[config.mk]
export PLATFORM = sky130hd
export DESIGN_NAME = bandpass_complex_calibrate_core
export DESIGN_NICKNAME = d
export VERILOG_FILES = /design/src/hdl/bcc_pkg.sv /design/src/hdl/bcc_sqsum.sv /design/src/hdl/bcc_dotmul.sv /design/src/hdl/bcc_divider.sv /design/src/hdl/bcc_isqrt.sv /design/src/hdl/bandpass_complex_calibrate_core.sv
export SDC_FILE = /design/constraint.sdc
export NUM_CORES = 2
export LEC_CHECK = 0
export BUFFER_PORTS_ARGS = -buffer_cell sky130_fd_sc_hd__buf_2
export CAP_MARGIN = 20
export CORE_MARGIN = 2
export CORE_UTILIZATION = 40
export CTS_CLUSTER_DIAMETER = 40
export DETAILED_ROUTE_END_ITERATION = 7
export GPL_TIMING_DRIVEN = 1
export PLACE_DENSITY_LB_ADDON = 0.2
export SLEW_MARGIN = 25
export SYNTH_ARGS = -nofsm -noshare
export SYNTH_HDL_FRONTEND = slang
export SYNTH_SLANG_ARGS = --single-unit
[constraint.sdc]
create_clock -name clk -period 25.7 [get_ports clk]
set_clock_uncertainty 0.1 [all_clocks]
set_input_delay 0 -clock clk [delete_from_list [all_inputs] [get_ports clk]]
set_output_delay 0 -clock clk [all_outputs]
set_load 0.05 [all_outputs]
[src/hdl/bcc_pkg.sv]
// Shared constants and types for the bandpass complex calibration block.
package bcc_pkg;

  // Default sample width and fixed output format
  localparam int SAMPLE_WIDTH_DEF = 24;
  localparam int FRAC_BITS        = 16;
  localparam int CAL_WIDTH        = 32;

  // Saturation limits of the Q16.16 outputs, as raw words
  localparam logic [CAL_WIDTH-1:0] CAL_POS_MAX = {1'b0, {(CAL_WIDTH-1){1'b1}}};
  localparam logic [CAL_WIDTH-1:0] CAL_NEG_MAX = {1'b1, {(CAL_WIDTH-1){1'b0}}};

  // Status of one serial arithmetic unit
  typedef struct packed {
    logic busy;
    logic done;
  } unit_stat_t;

endpackage

[src/hdl/bcc_sqsum.sv]
// Bit-serial sum of two squares, one multiplier bit per cycle.
module bcc_sqsum #(
  parameter int W = 32
) (
  input  logic                 clk,
  input  logic                 rst,
  input  logic                 start,
  input  logic [W-1:0]         a,
  input  logic [W-1:0]         b,
  output bcc_pkg::unit_stat_t  stat,
  output logic [2*W-1:0]       sum_sq
);
  import bcc_pkg::*;

  localparam int CW = $clog2(W);

  logic [W-1:0]   a_q;
  logic [W-1:0]   b_q;
  logic [W-1:0]   ma;
  logic [W-1:0]   mb;
  logic [W:0]     acc_hi;
  logic [W-1:0]   acc_lo;
  logic [CW-1:0]  cnt;
  logic [W+1:0]   step_sum;

  // Add both partial products selected by the low multiplier bits
  always_comb begin
    step_sum = {1'b0, acc_hi}
             + (ma[0] ? {2'b00, a_q} : '0)
             + (mb[0] ? {2'b00, b_q} : '0);
  end

  // Sequence W steps after start
  always_ff @(posedge clk) begin
    if (rst) begin
      stat <= '0;
      cnt  <= '0;
    end else begin
      stat.done <= 1'b0;
      if (start) begin
        stat.busy <= 1'b1;
        cnt       <= '0;
      end else if (stat.busy) begin
        cnt <= cnt + 1'b1;
        if (cnt == CW'(W - 1)) begin
          stat.busy <= 1'b0;
          stat.done <= 1'b1;
        end
      end
    end
  end

  // Shift the accumulator right, product bits fall into the low word
  always_ff @(posedge clk) begin
    if (start) begin
      a_q    <= a;
      b_q    <= b;
      ma     <= a;
      mb     <= b;
      acc_hi <= '0;
      acc_lo <= '0;
    end else if (stat.busy) begin
      acc_hi <= step_sum[W+1:1];
      acc_lo <= {step_sum[0], acc_lo[W-1:1]};
      ma     <= ma >> 1;
      mb     <= mb >> 1;
    end
  end

  assign sum_sq = {acc_hi[W-1:0], acc_lo};

endmodule

[src/hdl/bcc_dotmul.sv]
// Bit-serial complex products V*conj(B), one multiplier bit per cycle.
module bcc_dotmul #(
  parameter int SW = 24
) (
  input  logic                 clk,
  input  logic                 rst,
  input  logic                 start,
  input  logic signed [SW-1:0] vr,
  input  logic signed [SW-1:0] vi,
  input  logic signed [SW-1:0] br,
  input  logic signed [SW-1:0] bi,
  output bcc_pkg::unit_stat_t  stat,
  output logic                 re_neg,
  output logic [2*SW-1:0]      re_mag,
  output logic                 im_neg,
  output logic [2*SW-1:0]      im_mag
);
  import bcc_pkg::*;

  localparam int CW = $clog2(SW);
  localparam int AW = SW + 3;

  logic signed [SW:0]     vr_x;
  logic signed [SW:0]     vi_x;
  logic signed [SW:0]     pr_x;
  logic signed [SW:0]     pi_x;
  logic signed [SW:0]     qr_x;
  logic signed [SW:0]     qi_x;
  logic [SW-1:0]          mr;
  logic [SW-1:0]          mi;
  logic signed [SW+1:0]   re_hi;
  logic signed [SW+1:0]   im_hi;
  logic [SW-1:0]          re_lo;
  logic [SW-1:0]          im_lo;
  logic signed [AW-1:0]   re_sum;
  logic signed [AW-1:0]   im_sum;
  logic [CW-1:0]          cnt;
  logic signed [2*SW+1:0] re_full;
  logic signed [2*SW+1:0] im_full;
  logic [2*SW+1:0]        re_abs;
  logic [2*SW+1:0]        im_abs;

  assign vr_x = (SW+1)'(vr);
  assign vi_x = (SW+1)'(vi);

  // re += |br|*vr*sgn(br) + |bi|*vi*sgn(bi); im += |br|*vi*sgn(br) - |bi|*vr*sgn(bi)
  always_comb begin
    re_sum = AW'(re_hi) + (mr[0] ? AW'(pr_x) : '0) + (mi[0] ? AW'(qi_x) : '0);
    im_sum = AW'(im_hi) + (mr[0] ? AW'(pi_x) : '0) - (mi[0] ? AW'(qr_x) : '0);
  end

  // Sequence SW steps after start
  always_ff @(posedge clk) begin
    if (rst) begin
      stat <= '0;
      cnt  <= '0;
    end else begin
      stat.done <= 1'b0;
      if (start) begin
        stat.busy <= 1'b1;
        cnt       <= '0;
      end else if (stat.busy) begin
        cnt <= cnt + 1'b1;
        if (cnt == CW'(SW - 1)) begin
          stat.busy <= 1'b0;
          stat.done <= 1'b1;
        end
      end
    end
  end

  // Load sign-folded multiplicands, then shift-accumulate
  always_ff @(posedge clk) begin
    if (start) begin
      pr_x  <= br[SW-1] ? -vr_x : vr_x;
      pi_x  <= br[SW-1] ? -vi_x : vi_x;
      qr_x  <= bi[SW-1] ? -vr_x : vr_x;
      qi_x  <= bi[SW-1] ? -vi_x : vi_x;
      mr    <= br[SW-1] ? (~br + 1'b1) : br;
      mi    <= bi[SW-1] ? (~bi + 1'b1) : bi;
      re_hi <= '0;
      im_hi <= '0;
      re_lo <= '0;
      im_lo <= '0;
    end else if (stat.busy) begin
      re_hi <= re_sum[AW-1:1];
      im_hi <= im_sum[AW-1:1];
      re_lo <= {re_sum[0], re_lo[SW-1:1]};
      im_lo <= {im_sum[0], im_lo[SW-1:1]};
      mr    <= mr >> 1;
      mi    <= mi >> 1;
    end
  end

  // Split the products into sign and magnitude
  assign re_full = {re_hi, re_lo};
  assign im_full = {im_hi, im_lo};
  assign re_neg  = re_full[2*SW+1];
  assign im_neg  = im_full[2*SW+1];
  assign re_abs  = re_neg ? -re_full : re_full;
  assign im_abs  = im_neg ? -im_full : im_full;
  assign re_mag  = re_abs[2*SW-1:0];
  assign im_mag  = im_abs[2*SW-1:0];

endmodule

[src/hdl/bcc_divider.sv]
// Radix-2 restoring divider giving a saturated signed Q16.16 quotient.
module bcc_divider #(
  parameter int NW = 48
) (
  input  logic                                 clk,
  input  logic                                 rst,
  input  logic                                 start,
  input  logic                                 neg,
  input  logic [NW-1:0]                        mag,
  input  logic [NW-1:0]                        den,
  output bcc_pkg::unit_stat_t                  stat,
  output logic signed [bcc_pkg::CAL_WIDTH-1:0] quot
);
  import bcc_pkg::*;

  localparam int CW = $clog2(CAL_WIDTH);

  logic [NW-1:0]        rem;
  logic [NW-1:0]        den_q;
  logic [CAL_WIDTH-1:0] num;
  logic [CAL_WIDTH-1:0] q;
  logic                 ovf;
  logic                 neg_q;
  logic [CW-1:0]        cnt;
  logic [NW:0]          part;
  logic [NW+1:0]        diff;
  logic                 ge;

  // Trial subtract of the divisor from the shifted partial remainder
  always_comb begin
    part = {rem, num[CAL_WIDTH-1]};
    diff = {1'b0, part} - {2'b00, den_q};
    ge   = ~diff[NW+1];
  end

  // Sequence one quotient bit per cycle
  always_ff @(posedge clk) begin
    if (rst) begin
      stat <= '0;
      cnt  <= '0;
    end else begin
      stat.done <= 1'b0;
      if (start) begin
        stat.busy <= 1'b1;
        cnt       <= '0;
      end else if (stat.busy) begin
        cnt <= cnt + 1'b1;
        if (cnt == CW'(CAL_WIDTH - 1)) begin
          stat.busy <= 1'b0;
          stat.done <= 1'b1;
        end
      end
    end
  end

  // Integer part above the output range saturates; else develop 32 bits
  always_ff @(posedge clk) begin
    if (start) begin
      den_q <= den;
      neg_q <= neg;
      ovf   <= (mag >> FRAC_BITS) >= den;
      rem   <= mag >> FRAC_BITS;
      num   <= {mag[FRAC_BITS-1:0], {(CAL_WIDTH-FRAC_BITS){1'b0}}};
      q     <= '0;
    end else if (stat.busy) begin
      rem <= ge ? diff[NW-1:0] : part[NW-1:0];
      num <= num << 1;
      q   <= {q[CAL_WIDTH-2:0], ge};
    end
  end

  // Apply sign and clamp to the signed 32-bit range
  always_comb begin
    if (neg_q) begin
      quot = (ovf || q > CAL_NEG_MAX) ? CAL_NEG_MAX : -q;
    end else begin
      quot = (ovf || q > CAL_POS_MAX) ? CAL_POS_MAX : q;
    end
  end

endmodule

[src/hdl/bcc_isqrt.sv]
// Digit-by-digit integer square root, one root bit per cycle.
module bcc_isqrt #(
  parameter int RW = 32
) (
  input  logic                clk,
  input  logic                rst,
  input  logic                start,
  input  logic [2*RW-1:0]     x,
  output bcc_pkg::unit_stat_t stat,
  output logic [RW-1:0]       root
);
  import bcc_pkg::*;

  localparam int CW = $clog2(RW);

  logic [2*RW-1:0] xs;
  logic [RW+1:0]   rem;
  logic [CW-1:0]   cnt;
  logic [RW+3:0]   part;
  logic [RW+4:0]   diff;
  logic            ge;

  // Bring down two radicand bits and try 4*root+1
  always_comb begin
    part = {rem, xs[2*RW-1:2*RW-2]};
    diff = {1'b0, part} - {3'b000, root, 2'b01};
    ge   = ~diff[RW+4];
  end

  // Sequence RW steps after start
  always_ff @(posedge clk) begin
    if (rst) begin
      stat <= '0;
      cnt  <= '0;
    end else begin
      stat.done <= 1'b0;
      if (start) begin
        stat.busy <= 1'b1;
        cnt       <= '0;
      end else if (stat.busy) begin
        cnt <= cnt + 1'b1;
        if (cnt == CW'(RW - 1)) begin
          stat.busy <= 1'b0;
          stat.done <= 1'b1;
        end
      end
    end
  end

  // Keep the remainder when the trial fits, shift in the root bit
  always_ff @(posedge clk) begin
    if (start) begin
      xs   <= x;
      rem  <= '0;
      root <= '0;
    end else if (stat.busy) begin
      xs   <= xs << 2;
      rem  <= ge ? diff[RW+1:0] : part[RW+1:0];
      root <= {root[RW-2:0], ge};
    end
  end

endmodule

[src/hdl/bandpass_complex_calibrate_core.sv]
// Four serial passes of 32 steps each (power and cross products, two parallel
// dividers, sum of squares, square root); a zero bandpass skips all but the first.
// One word at a time: the next input is taken in the cycle after a result is
// registered, while that result may still wait at the output.
// Reset: rst (synchronous) clears the sequencer, output valid and the running peak.
module bandpass_complex_calibrate_core #(
  parameter int SAMPLE_WIDTH = bcc_pkg::SAMPLE_WIDTH_DEF
) (
  input  logic                                 clk,
  input  logic                                 rst,
  input  logic                                 vis_valid,
  output logic                                 vis_ready,
  input  logic signed [SAMPLE_WIDTH-1:0]       vis_re,
  input  logic signed [SAMPLE_WIDTH-1:0]       vis_im,
  input  logic signed [SAMPLE_WIDTH-1:0]       band_re,
  input  logic signed [SAMPLE_WIDTH-1:0]       band_im,
  input  logic                                 last_channel,
  output logic                                 cal_valid,
  input  logic                                 cal_ready,
  output logic signed [bcc_pkg::CAL_WIDTH-1:0] cal_re,
  output logic signed [bcc_pkg::CAL_WIDTH-1:0] cal_im,
  output logic [bcc_pkg::CAL_WIDTH-1:0]        amplitude,
  output logic [bcc_pkg::CAL_WIDTH-1:0]        peak_amplitude,
  output logic                                 zero_band,
  output logic                                 spectrum_end
);
  import bcc_pkg::*;

  localparam int SW   = SAMPLE_WIDTH;
  localparam int SQ_W = (SW > CAL_WIDTH) ? SW : CAL_WIDTH;

  typedef enum logic [2:0] {
    ST_IDLE,
    ST_MUL,
    ST_DIV,
    ST_SQ,
    ST_ROOT,
    ST_DONE
  } state_t;

  state_t               state;
  logic                 mul_start;
  logic                 div_start;
  logic                 sq_start;
  logic                 root_start;
  logic signed [SW-1:0] vr_q;
  logic signed [SW-1:0] vi_q;
  logic signed [SW-1:0] br_q;
  logic signed [SW-1:0] bi_q;
  logic                 last_q;
  logic                 zero_q;
  logic [CAL_WIDTH-1:0] running_peak;

  unit_stat_t           sq_stat;
  unit_stat_t           dot_stat;
  unit_stat_t           div_re_stat;
  unit_stat_t           div_im_stat;
  unit_stat_t           root_stat;

  logic [SW-1:0]        br_mag;
  logic [SW-1:0]        bi_mag;
  logic [CAL_WIDTH-1:0] cre_mag;
  logic [CAL_WIDTH-1:0] cim_mag;
  logic [SQ_W-1:0]      sq_a;
  logic [SQ_W-1:0]      sq_b;
  logic [2*SQ_W-1:0]    sq_sum;
  logic                 dot_re_neg;
  logic                 dot_im_neg;
  logic [2*SW-1:0]      dot_re_mag;
  logic [2*SW-1:0]      dot_im_mag;
  logic [2*SW-1:0]      power;
  logic signed [CAL_WIDTH-1:0] quot_re;
  logic signed [CAL_WIDTH-1:0] quot_im;
  logic [SQ_W-1:0]      root;

  logic signed [CAL_WIDTH-1:0] cal_re_next;
  logic signed [CAL_WIDTH-1:0] cal_im_next;
  logic [CAL_WIDTH-1:0] amp_next;
  logic [CAL_WIDTH-1:0] peak_next;

  // Magnitudes feeding the sum-of-squares unit
  assign br_mag  = br_q[SW-1] ? (~br_q + 1'b1) : br_q;
  assign bi_mag  = bi_q[SW-1] ? (~bi_q + 1'b1) : bi_q;
  assign cre_mag = quot_re[CAL_WIDTH-1] ? (~quot_re + 1'b1) : quot_re;
  assign cim_mag = quot_im[CAL_WIDTH-1] ? (~quot_im + 1'b1) : quot_im;

  // Share the squaring unit: bandpass power first, then result power
  assign sq_a  = (state == ST_MUL) ? SQ_W'(br_mag) : SQ_W'(cre_mag);
  assign sq_b  = (state == ST_MUL) ? SQ_W'(bi_mag) : SQ_W'(cim_mag);
  assign power = sq_sum[2*SW-1:0];

  bcc_sqsum #(
    .W (SQ_W)
  ) u_sqsum (
    .clk    (clk),
    .rst    (rst),
    .start  (mul_start | sq_start),
    .a      (sq_a),
    .b      (sq_b),
    .stat   (sq_stat),
    .sum_sq (sq_sum)
  );

  bcc_dotmul #(
    .SW (SW)
  ) u_dotmul (
    .clk    (clk),
    .rst    (rst),
    .start  (mul_start),
    .vr     (vr_q),
    .vi     (vi_q),
    .br     (br_q),
    .bi     (bi_q),
    .stat   (dot_stat),
    .re_neg (dot_re_neg),
    .re_mag (dot_re_mag),
    .im_neg (dot_im_neg),
    .im_mag (dot_im_mag)
  );

  bcc_divider #(
    .NW (2*SW)
  ) u_div_re (
    .clk   (clk),
    .rst   (rst),
    .start (div_start),
    .neg   (dot_re_neg),
    .mag   (dot_re_mag),
    .den   (power),
    .stat  (div_re_stat),
    .quot  (quot_re)
  );

  bcc_divider #(
    .NW (2*SW)
  ) u_div_im (
    .clk   (clk),
    .rst   (rst),
    .start (div_start),
    .neg   (dot_im_neg),
    .mag   (dot_im_mag),
    .den   (power),
    .stat  (div_im_stat),
    .quot  (quot_im)
  );

  bcc_isqrt #(
    .RW (SQ_W)
  ) u_isqrt (
    .clk   (clk),
    .rst   (rst),
    .start (root_start),
    .x     (sq_sum),
    .stat  (root_stat),
    .root  (root)
  );

  // Force zero results for a zero bandpass, fold amplitude into the peak
  always_comb begin
    cal_re_next = zero_q ? '0 : quot_re;
    cal_im_next = zero_q ? '0 : quot_im;
    amp_next    = zero_q ? '0 : root[CAL_WIDTH-1:0];
    peak_next   = (amp_next > running_peak) ? amp_next : running_peak;
  end

  assign vis_ready = (state == ST_IDLE);

  // Sequencer, input capture, running peak and output word register
  always_ff @(posedge clk) begin
    if (rst) begin
      state        <= ST_IDLE;
      mul_start    <= 1'b0;
      div_start    <= 1'b0;
      sq_start     <= 1'b0;
      root_start   <= 1'b0;
      cal_valid    <= 1'b0;
      running_peak <= '0;
    end else begin
      mul_start  <= 1'b0;
      div_start  <= 1'b0;
      sq_start   <= 1'b0;
      root_start <= 1'b0;
      // Drop the taken word unless the done state replaces it
      if (cal_valid && cal_ready && state != ST_DONE) begin
        cal_valid <= 1'b0;
      end
      case (state)
        ST_IDLE: begin
          if (vis_valid) begin
            vr_q      <= vis_re;
            vi_q      <= vis_im;
            br_q      <= band_re;
            bi_q      <= band_im;
            last_q    <= last_channel;
            mul_start <= 1'b1;
            state     <= ST_MUL;
          end
        end
        ST_MUL: begin
          if (sq_stat.done) begin
            if (power == '0) begin
              zero_q <= 1'b1;
              state  <= ST_DONE;
            end else begin
              zero_q    <= 1'b0;
              div_start <= 1'b1;
              state     <= ST_DIV;
            end
          end
        end
        ST_DIV: begin
          if (div_re_stat.done) begin
            sq_start <= 1'b1;
            state    <= ST_SQ;
          end
        end
        ST_SQ: begin
          if (sq_stat.done) begin
            root_start <= 1'b1;
            state      <= ST_ROOT;
          end
        end
        ST_ROOT: begin
          if (root_stat.done) begin
            state <= ST_DONE;
          end
        end
        ST_DONE: begin
          if (!cal_valid || cal_ready) begin
            cal_re         <= cal_re_next;
            cal_im         <= cal_im_next;
            amplitude      <= amp_next;
            peak_amplitude <= peak_next;
            zero_band      <= zero_q;
            spectrum_end   <= last_q;
            cal_valid      <= 1'b1;
            running_peak   <= last_q ? '0 : peak_next;
            state          <= ST_IDLE;
          end
        end
        default: begin
          state <= ST_IDLE;
        end
      endcase
    end
  end

  // The squaring unit only finishes while the sequencer waits for it
  a_sq_done_expected: assert property (@(posedge clk) disable iff (rst)
    sq_stat.done |-> (state == ST_MUL || state == ST_SQ))
    else $error("squaring unit finished outside a wait state");

  // Cross products are complete by the time the power is known
  a_dot_before_power: assert property (@(posedge clk) disable iff (rst)
    (state == ST_MUL && sq_stat.done) |-> !dot_stat.busy)
    else $error("cross products still busy when power is ready");

  // Both dividers run in lockstep
  a_div_lockstep: assert property (@(posedge clk) disable iff (rst)
    div_re_stat.done |-> div_im_stat.done)
    else $error("real and imaginary dividers out of step");

  // A presented word never shows a peak below its own amplitude
  a_peak_bound: assert property (@(posedge clk) disable iff (rst)
    cal_valid |-> (peak_amplitude >= amplitude))
    else $error("peak amplitude below word amplitude");

endmodule

==> run metrics <==
CP max stage delay slightly above 0.9 ns; worst skew pair latency 0.83 ns; share of the cycle needed by the critical path after routing 20.30%; vias per cell 5.406; share of Yosys cell area claimed by the top area cell type approximately a third; number of nets in the final layout about 7,700; Worst Path Arrival 5.67 ns; Total Wirelength 182,300 µm; clock sink total 1,114; FP Rows 149; maximum root-to-sink buffer count 3; fraction of final layout cells with drive strength greater than 1 ~12%; area growth from synthesis to final layout 17.37%; Fmax achieved 191.6 MHz; leading area contributor after synthesis sky130_fd_sc_hd__edfxtp_1; endpoints failing setup 0; final worst slack 20.48 ns; effective utilization at floorplan 40.34%; Chip Height a little over 400 µm; Top FF cell, synth sky130_fd_sc_hd__edfxtp_1; normalized max-slew margin 28.17%; number of enable flip-flop cells after synthesis 714; type of the tightest min-delay check primary input to register; detailed-router iteration count before antenna repair 6; overall die width 412.4 µm; via count of the first global-routing pass ~50,000; number of standard cells after synthesis 6,878; Post-synth top cells 780 x sky130_fd_sc_hd__nor2_1, 714 x sky130_fd_sc_hd__edfxtp_1, 621 x sky130_fd_sc_hd__nand2_1; RSZ-0062 raised after global routing false; shortest period the worst path allows 5.218 ns; Max FO, Critical Path 11; final estimated routing congestion in global placement 0.9453; static leakage 30.96 nW; Fin Setup TNS 0 ns; global-route wire length before repair 285,000 µm; Post CTS Setup Buffer Count 0; number of buffers added by the clock tree synthesis step 182; die area 170,100 µm²; H-Tree Depth 4; Core Region 165,400 µm²; synthesis-stage register bit count 1,114; post-detail-place hpwl 132,600 µm; Post-Syn Nets between 7,000 and 8,000; endpoint class of the critical path register; count of pins on the block boundary around 230; cell seen most often among critical-path stages sky130_fd_sc_hd__nand4_1; PwrDens around 83 nW/µm²; overall routing resource usage 21.09%; top cells by area in the synthesized netlist sky130_fd_sc_hd__edfxtp_1 32%, sky130_fd_sc_hd__dfxtp_1 12%, sky130_fd_sc_hd__ha_1 6.2%; WL per Instance 19.05 µm; leading cell type by number of instances after synthesis sky130_fd_sc_hd__nor2_1; Syn. warnings 0; distinct cell type count after synthesis roughly 100; routed vias 51,733; cell-by-cell trace of the critical path or4_1, nor4_2, nand4_1, a21oi_1, a31oi_1, ha_1, nand4_1, o21ai_0, xnor2_1, mux2i_1, mux2_2; status completed; startpoint kind of the worst setup timing path register; measured slew at the worst slew-check pin 1.062 ns; mean instance size in the synthesized netlist between 9 and 10 µm²; max-slew violation count 0; count of antenna-violating nets left after detailed routing 0; max_cap viols 0; number of antenna violations at the first check in global routing 5; CTS tree built; area of the multi-input gates roughly 34,000 µm²; portion of the post-synthesis area used by sequential elements between 40% and 50%; category of the critical setup timing path register to register; WHS 0.1338 ns; number of inserted filler cells in the final layout roughly 15,000; Worst path slowest cell sky130_fd_sc_hd__nor4_2; area occupied by registers 29,480 µm²; final core occ 47.35%; asr flop ratio synth 0%; post-place setup slack 20.58 ns; Worst VDD drop 0.07475 mV; summed instance area of the synthesized netlist 66,710 µm²; Inserted Diodes 0; endpoint required time on the critical path 26.15 ns; root buffer selected by CTS sky130_fd_sc_hd__clkbuf_16; clock-pin slew on the worst setup and hold paths about 0.060 ns; Detailed Route Iter0 Violations 4,401; number of buffers added on ports 232; maximum number of pins on one net before global-route repair 92; DRC errors left 0; area post-placement 69,870 µm²; total count of hold-check failures in the final report 0; Final Cell Area 78,300 µm²; GR Overflow Total 0
-- through the flow --
stage | std cells | total power, W
5_1_grt | 9570 | 0.006838
3_5_place_dp | 9022 | 0.003955
2_1_floorplan | 6878 | 0.003525
3_3_place_gp | 9022 | 0.003934
6_report | 9570 | 0.006465
4_1_cts | 9567 | 0.006500
-- where the power goes --
| group | internal (W) | switching (W) | leakage [nW] |
|---|---|---|---|
| registers | 0.00204 | 0.000146 | 9.85 |
| logic | 0.000756 | 0.00102 | 18.0 |
| clock network | 0.00152 | 0.000984 | 3.06 |
-- placed cells by master, fill, tap and decap left out, types with 28 or more instances in the layout --
cell / synthesis / layout
sky130_fd_sc_hd__a211oi_1: 62 / 62
sky130_fd_sc_hd__a21o_1: 138 / 138
sky130_fd_sc_hd__a21oi_1: 407 / 407
sky130_fd_sc_hd__a22o_1: 33 / 33
sky130_fd_sc_hd__a311oi_1: 35 / 35
sky130_fd_sc_hd__a31oi_1: 97 / 96
sky130_fd_sc_hd__and2_1: 62 / 61
sky130_fd_sc_hd__and3_1: 35 / 35
sky130_fd_sc_hd__buf_2: 16 / 232
sky130_fd_sc_hd__buf_4: 1 / 62
sky130_fd_sc_hd__clkbuf_16: 0 / 186
sky130_fd_sc_hd__dfxtp_1: 400 / 391
sky130_fd_sc_hd__dlygate4sd3_1: 0 / 200
sky130_fd_sc_hd__edfxtp_1: 714 / 714
sky130_fd_sc_hd__fa_1: 88 / 88
sky130_fd_sc_hd__ha_1: 328 / 328
sky130_fd_sc_hd__inv_1: 500 / 497
sky130_fd_sc_hd__inv_6: 0 / 28
sky130_fd_sc_hd__mux2_2: 157 / 157
sky130_fd_sc_hd__mux2i_1: 266 / 266
sky130_fd_sc_hd__nand2_1: 621 / 620
sky130_fd_sc_hd__nand2b_1: 51 / 51
sky130_fd_sc_hd__nand3_1: 68 / 68
sky130_fd_sc_hd__nand4_1: 70 / 70
sky130_fd_sc_hd__nor2_1: 780 / 778
sky130_fd_sc_hd__nor2b_1: 56 / 55
sky130_fd_sc_hd__nor3_1: 104 / 103
sky130_fd_sc_hd__nor4_1: 52 / 51
sky130_fd_sc_hd__o211ai_1: 28 / 28
sky130_fd_sc_hd__o21a_1: 52 / 52
sky130_fd_sc_hd__o21ai_0: 245 / 245
sky130_fd_sc_hd__o21bai_1: 37 / 37
sky130_fd_sc_hd__o22ai_1: 43 / 43
sky130_fd_sc_hd__o31ai_1: 76 / 76
sky130_fd_sc_hd__or2_2: 28 / 28
sky130_fd_sc_hd__or3_1: 94 / 94
sky130_fd_sc_hd__or4_1: 28 / 28
sky130_fd_sc_hd__xnor2_1: 303 / 303
sky130_fd_sc_hd__xor2_1: 154 / 154
-- cell type report --
cell class	instances	area share, %
inverters	505	2.429
clock buffers	208	6.140
flip-flops and latches	1114	37.65
repair buffers	497	4.714
multi-input cells	4920	43.59
well taps	2189	3.498
clock inverters	137	1.986
-- registers in the layout, summed over array words and instances, names as in the netlist, 32 cells and up --
register        flops
u_isqrt.xs         64
u_div_im.rem       48
u_div_re.den_q     48
u_div_re.rem       48
u_isqrt.rem        34
u_sqsum.acc_hi     33
amplitude          32
cal_im             32
cal_re             32
peak_amplitude     32
running_peak       32
u_div_im.q         32
u_div_re.q         32
u_isqrt.root       32
u_sqsum.a_q        32
u_sqsum.acc_lo     32
u_sqsum.b_q        32
u_sqsum.ma         32
u_sqsum.mb         32
-- cell families (layout without fill, tap and decap cells) --
family                     count (synthesis)  after routing  share of synthesized area, %
buffers and inverters                    844           1347                         4.820
AOI/OAI and AO/OA                       1478           1478                         14.59
and+or+nand+nor                         2145           2145                         14.98
muxes                                    424            424                         6.675
adders and majority gates                416            416                         8.793
DFF                                     1114           1114                         44.14
xor gates and xnor gates                 457            457                         6.000
-- final timing paths --
check / from / endpoint / slack, ns / cells past startpoint
hold reg to reg: u_isqrt.rem[33] / u_isqrt.rem[33] / 0.35 / 2
setup reg to reg: u_div_im.q[8] / u_sqsum.mb[12] / 20.48 / 11
hold / removal: rst / state[2] / 0.13 / 3
setup / recovery: u_div_im.q[8] / u_sqsum.mb[12] / 20.48 / 11
-- per-layer routing --
layer	global-route usage, %	wire length [µm]	vias to the layer above
met5	0	0	-
met4	5.883	4358	0
met3	3.231	10150	273
met2	32.00	78970	1428
met1	31.01	88830	24680
li1	-	-	25352
-- critical path: cells and delay by family, from the launching register on --
| family | cells | cell delay (ns) |
|---|---|---|
| xor+xnor | 1 | 0.20 |
| flops | 1 | 0.40 |
| fa+ha+maj | 1 | 0.30 |
| compound gates | 3 | 0.93 |
| simple gates | 4 | 2.59 |
| mux | 2 | 0.41 |
-- repair_timing --
action                                 4_1_cts  5_1_grt
resized for setup                            0        0
setup endpoints to repair                    0        0
endpoints found under the hold margin      183        0
hold buffers                               200        0
Power figures use the tool's default switching activity.
